## src/rtl/core/erest_pkg.sv

```systemverilog
// package for the exposure ratio estimator: constants and types
package erest_pkg;
    localparam int unsigned DEF_LEVELS     = 256;
    localparam int unsigned DEF_CHANNELS   = 3;
    localparam int unsigned DEF_COUNT_BITS = 23;
    localparam int unsigned DEF_FRAC_BITS  = 16;
    localparam int unsigned SUM_BITS       = 48;
    localparam int unsigned LOG_FRAC       = 11;
    localparam int unsigned STOPS_BITS     = 16;
    localparam int unsigned LOG_BITS       = 18;

    typedef enum logic [2:0] {
        ST_IDLE,
        ST_READ,
        ST_DIV,
        ST_ACC,
        ST_LOG,
        ST_OUT
    } t_state;

    typedef enum logic {
        KIND_TABLE = 1'b0,
        KIND_PIXEL = 1'b1
    } t_kind;
endpackage

```

## src/rtl/core/erest_div.sv

```systemverilog
// restoring divider, one quotient bit per cycle
module erest_div import erest_pkg::*; #(
    parameter int unsigned NUM_BITS = 40,
    parameter int unsigned DEN_BITS = 24
) (
    input  logic                i_clk,
    input  logic                i_rst_n,
    input  logic                i_start,
    input  logic [NUM_BITS-1:0] i_num,
    input  logic [DEN_BITS-1:0] i_den,
    output logic                o_done,
    output logic [NUM_BITS-1:0] o_quot
);
    localparam int unsigned CNT_BITS = $clog2(NUM_BITS + 1);

    logic [NUM_BITS-1:0] r_quot;
    logic [DEN_BITS:0]   r_rem;
    logic [DEN_BITS-1:0] r_den;
    logic [CNT_BITS-1:0] r_cnt;
    logic                r_busy;
    logic                r_done;
    logic [DEN_BITS:0]   trial;
    logic [DEN_BITS:0]   diff;

    // shift in next numerator bit and try subtract
    always_comb begin
        trial = {r_rem[DEN_BITS-1:0], r_quot[NUM_BITS-1]};
        diff  = trial - {1'b0, r_den};
    end

    always_ff @(posedge i_clk) begin
        if (!i_rst_n) begin
            r_busy <= 1'b0;
            r_done <= 1'b0;
            r_cnt  <= '0;
        end else begin
            r_done <= 1'b0;
            if (i_start) begin
                r_busy <= 1'b1;
                r_cnt  <= CNT_BITS'(NUM_BITS);
            end else if (r_busy) begin
                r_cnt <= r_cnt - 1'b1;
                if (r_cnt == CNT_BITS'(1)) begin
                    r_busy <= 1'b0;
                    r_done <= 1'b1;
                end
            end
        end
    end

    // datapath
    always_ff @(posedge i_clk) begin
        if (i_start) begin
            r_quot <= i_num;
            r_rem  <= '0;
            r_den  <= i_den;
        end else if (r_busy) begin
            if (!diff[DEN_BITS]) begin
                r_rem  <= diff;
                r_quot <= {r_quot[NUM_BITS-2:0], 1'b1};
            end else begin
                r_rem  <= trial;
                r_quot <= {r_quot[NUM_BITS-2:0], 1'b0};
            end
        end
    end

    assign o_done = r_done;
    assign o_quot = r_quot;
endmodule

```

## config.mk

```make
export PLATFORM = sky130hd
export DESIGN_NAME = erest_div
export DESIGN_NICKNAME = d
export VERILOG_FILES = /design/src/rtl/core/erest_pkg.sv /design/src/rtl/core/erest_div.sv
export SDC_FILE = /design/constraint.sdc
export NUM_CORES = 1
export LEC_CHECK = 0
export BUFFER_PORTS_ARGS = -buffer_cell sky130_fd_sc_hd__clkbuf_2
export CAP_MARGIN = 20
export CORE_UTILIZATION = 50
export CTS_CLUSTER_DIAMETER = 40
export DETAILED_ROUTE_END_ITERATION = 10
export GPL_ROUTABILITY_DRIVEN = 0
export GPL_TIMING_DRIVEN = 0
export PLACE_DENSITY = 0.77
export SLEW_MARGIN = 20
export SYNTH_ARGS = -nofsm -noshare
export SYNTH_HDL_FRONTEND = slang
export SYNTH_SLANG_ARGS = --single-unit
```

## constraint.sdc

```tcl
create_clock -name i_clk -period 3 [get_ports i_clk]
set_clock_uncertainty 0.1 [all_clocks]
set_input_delay 0.15 -clock i_clk [delete_from_list [all_inputs] [get_ports i_clk]]
set_output_delay 0.15 -clock i_clk [all_outputs]
set_load 0.02 [all_outputs]
```

==> summary.md <==
| Metric | Value |
|---|---|
| Status | finished, violations left |
| Failing checks | negative setup slack |
| Area Overhead vs Synth | 35.4% |
| Initial antenna violation count | 0 |
| P per Cell Area | 509 mW/mm^2 |
| Final setup vio count | 19 |
| Count of pins over their slew limit | 0 |
| First DRT Iteration DRCs | roughly 180 |
| Row count | 36 |
| CTS root buffer | clkbuf_8 |
| Max Freq | 0.323 GHz |
| Cell depth of the worst flop-to-flop path | 12 |
| Vias in the first global route | 4,474 |
| CTS buffer count | 9 |
| Core area | roughly 0.01 sq mm |
| R2R Setup Slk | -90 ps |
| Largest net degree at the start of global routing | 28 |
| CP endpoint | r_rem[2] |
| Worst setup SP type | flop |
| CTS tree | done |
| H-tree Lvls | 3 |
| Sequential area share after synthesis | 0.497 |
| Ys async rst share | 0 |
| # DRC | 0 |
| Hpwl dp | 8050 um |
| Post-synthesis register bit count | 96 |
| DRT antenna net count | 0 |
| Arr. time, crit path | 3250 ps |
| Crit path time final | a little over 3000 ps |
| RR Startpoint | r_den[17] |
| Worst min-delay path class | in2reg |
| Latest clock arrival within the worst-skew pair | 380 ps |
| Fin Setup TNS | -781 ps |
| Metal-1 WL | slightly above 5000 um |
| Final-report hold violation count | 0 |
| CP Launch Point | r_den[17] |
| Global route total overflow | 0 |
| Share of cells above drive strength 1 | 0.315 |
| # port buffers | 107 |
| Post-Syn Instances | between 400 and 500 |
| YS warnings | 0 |
| Synth Flop Type | edfxtp_1 |
| Avg WL per Cell | about 17 um |
| Final net count | ~750 |
| Leakage | a little over 0.003 uW |
| Met2 wire len | 7050 um |
| Top routing layer in use | met4 |
| Unrepaired setup endpoints after global routing | yes |
| Fin crit share | 1.03 |
| Crit path max fanout | 6 |
| CTS max path bufs | 2 |
| Layout Utilization | 0.708 |
| # IOs | 108 |
| Clk slew on worst S/H paths | about 90 ps |
| Total vias in the final route | roughly 4,400 |
| Fill count | 665 |
| Global-route usage over all layers | 0.254 |
| Die ar. | 0.0107 sq mm |
| Starting density of the core | 0.523 |
| Post-Syn Area | between 0.005 and 0.006 sq mm |
| First-pass detailed-route iteration total | 5 |
| Clk sink count | 96 |
| Drt total wl | 13,400 um |
| Worst-Margin Slew | 764 ps |
| Maxcap violations | 0 |
| First-pass GRT wire length | 21,500 um |
| Vias/cell | approximately 5.5 |
| Die Y | 104 um |
| CP Capture Type | flop |
| Wire length on met3 | between 800 and 900 um |
| Setup ws final | -94.3 ps |
| Ant. Diodes | 0 |
| Syn nets | 552 |
| Kind of critical path | reg2reg |
| Required @ worst endpoint | 3160 ps |
| Slew Limit Headroom | 0.491 |
| Netlist cell types | 53 |
| Syn Area/Cell | around 11 sq um |
| EDFF count, synth | 64 |
| FF-to-FF End | r_rem[2] |
| Max VDD drop | 0.372 mV |
| Die X | 104 um |
-- report_power, final --
group | internal, uW | switching, uW | total (uW) | leakage [uW]
clock network | 400 | 496 | 897 | 0.0000969
registers | 1550 | 80.4 | 1630 | 0.000901
logic | 491 | 539 | 1030 | 0.00204
-- logic make-up (layout without fill, tap and decap cells) --
kind of cell	after synthesis	after routing	share of synthesized area
flip-flops	96	96	0.497
AO/OA/AOI/OAI	93	93	0.124
adder cells (fa/ha/maj)	27	27	0.0669
XOR/XNOR	24	24	0.0444
buffers and inverters	51	251	0.0403
multiplexers	61	61	0.129
AND/OR/NAND/NOR	106	106	0.0992
-- worst max-delay path, cell delays in order, from the launching register on --
cell	delay, ps
edfxtp_1	390
inv_2	80
ha_4	200
a21o_1	150
a21o_1	140
a221o_1	370
or4_4	540
o21ai_4	220
xnor2_4	210
buf_6	180
buf_4	110
mux2i_1	200
o21ai_1	80
-- flip-flops by register name, indices dropped and copies added (netlist names) --
name / flops
r_busy: 1
r_cnt: 6
o_done: 1
r_rem: 24
o_quot: 40
r_den: 24
-- final cells by class --
cell class / count / area, sq um / share of cell area
clock inverters: 6 / 76.3 / 0.0109
repair buffers: 187 / 1340 / 0.192
well taps: 133 / 166 / 0.0238
clock buffers: 10 / 128 / 0.0183
flip-flops and latches: 96 / 2560 / 0.367
plain buffers: 14 / 71.3 / 0.0102
inverters: 34 / 128 / 0.0183
multi-input cells: 311 / 2510 / 0.360
-- cells in the mapped netlist, types with 6 or more instances --
cell type / n / share of area
a21oi_1: 20 / 0.019
xnor2_1: 13 / 0.022
nand2_1: 19 / 0.014
o21ai_0: 15 / 0.015
nor2_1: 42 / 0.031
nand2b_1: 6 / 0.0073
or3_1: 6 / 0.0073
mux2i_1: 19 / 0.037
mux2_2: 42 / 0.092
a211oi_1: 18 / 0.026
a21o_1: 9 / 0.013
inv_1: 34 / 0.025
clkbuf_1: 14 / 0.010
o21a_1: 6 / 0.0087
edfxtp_1: 64 / 0.37
nor3_1: 6 / 0.0058
ha_1: 26 / 0.063
xor2_1: 10 / 0.017
dfxtp_1: 32 / 0.12
-- how the worst min path moves through the flow --
stage	start	depth (start not counted)	endpoint
final	i_den[5]	2	r_den[5]
after global routing	i_den[13]	2	r_den[13]
after CTS	i_den[8]	2	r_den[8]
after detailed placement	i_den[0]	1	r_den[0]
after global placement	i_den[13]	1	r_den[13]
after floorplan	i_den[0]	0	r_den[0]
-- metrics by stage --
stage | hold slack, ps | cell area [sq um] | power, uW | setup WS [ps] | instances
2_1_floorplan | 149 | 5160 | 2250 | 8.76 | 458
3_3_place_gp | 229 | 5860 | 2450 | -294 | 698
3_5_place_dp | 229 | 5890 | 2490 | -314 | 699
4_1_cts | 367 | 6860 | 3490 | -139 | 787
5_1_grt | 375 | 6990 | 3710 | -168 | 791
6_report | 380 | 6990 | 3560 | -94.3 | 791
-- cell usage in the layout (no fill, tap or decap), types with 16 or more instances in the layout --
cell	Yosys	layout
inv_1	34	31
dlygate4sd3_1	0	65
ha_1	26	22
clkbuf_2	0	107
mux2i_1	19	16
a21oi_1	20	19
edfxtp_1	64	64
a211oi_1	18	17
nor2_1	42	42
mux2_2	42	41
nand2_1	19	19
dfxtp_1	32	32
-- routing by layer --
metal,vias to the layer above,GRT usage
li1,2071,-
met1,2109,0.281
met2,173,0.456
met3,36,0.0667
met4,0,0.111
met5,-,0
-- repair_timing --
action                                  CTS  global route
pin swaps                                16            18
endpoints found under the setup margin   25            25
gates resized for setup                  16            22
cloned                                    1             0
setup buffers                             6             8
hold endpoints to repair                 67             0
hold buffers                             65             0
No activity file was read; power rests on OpenSTA's default activity.
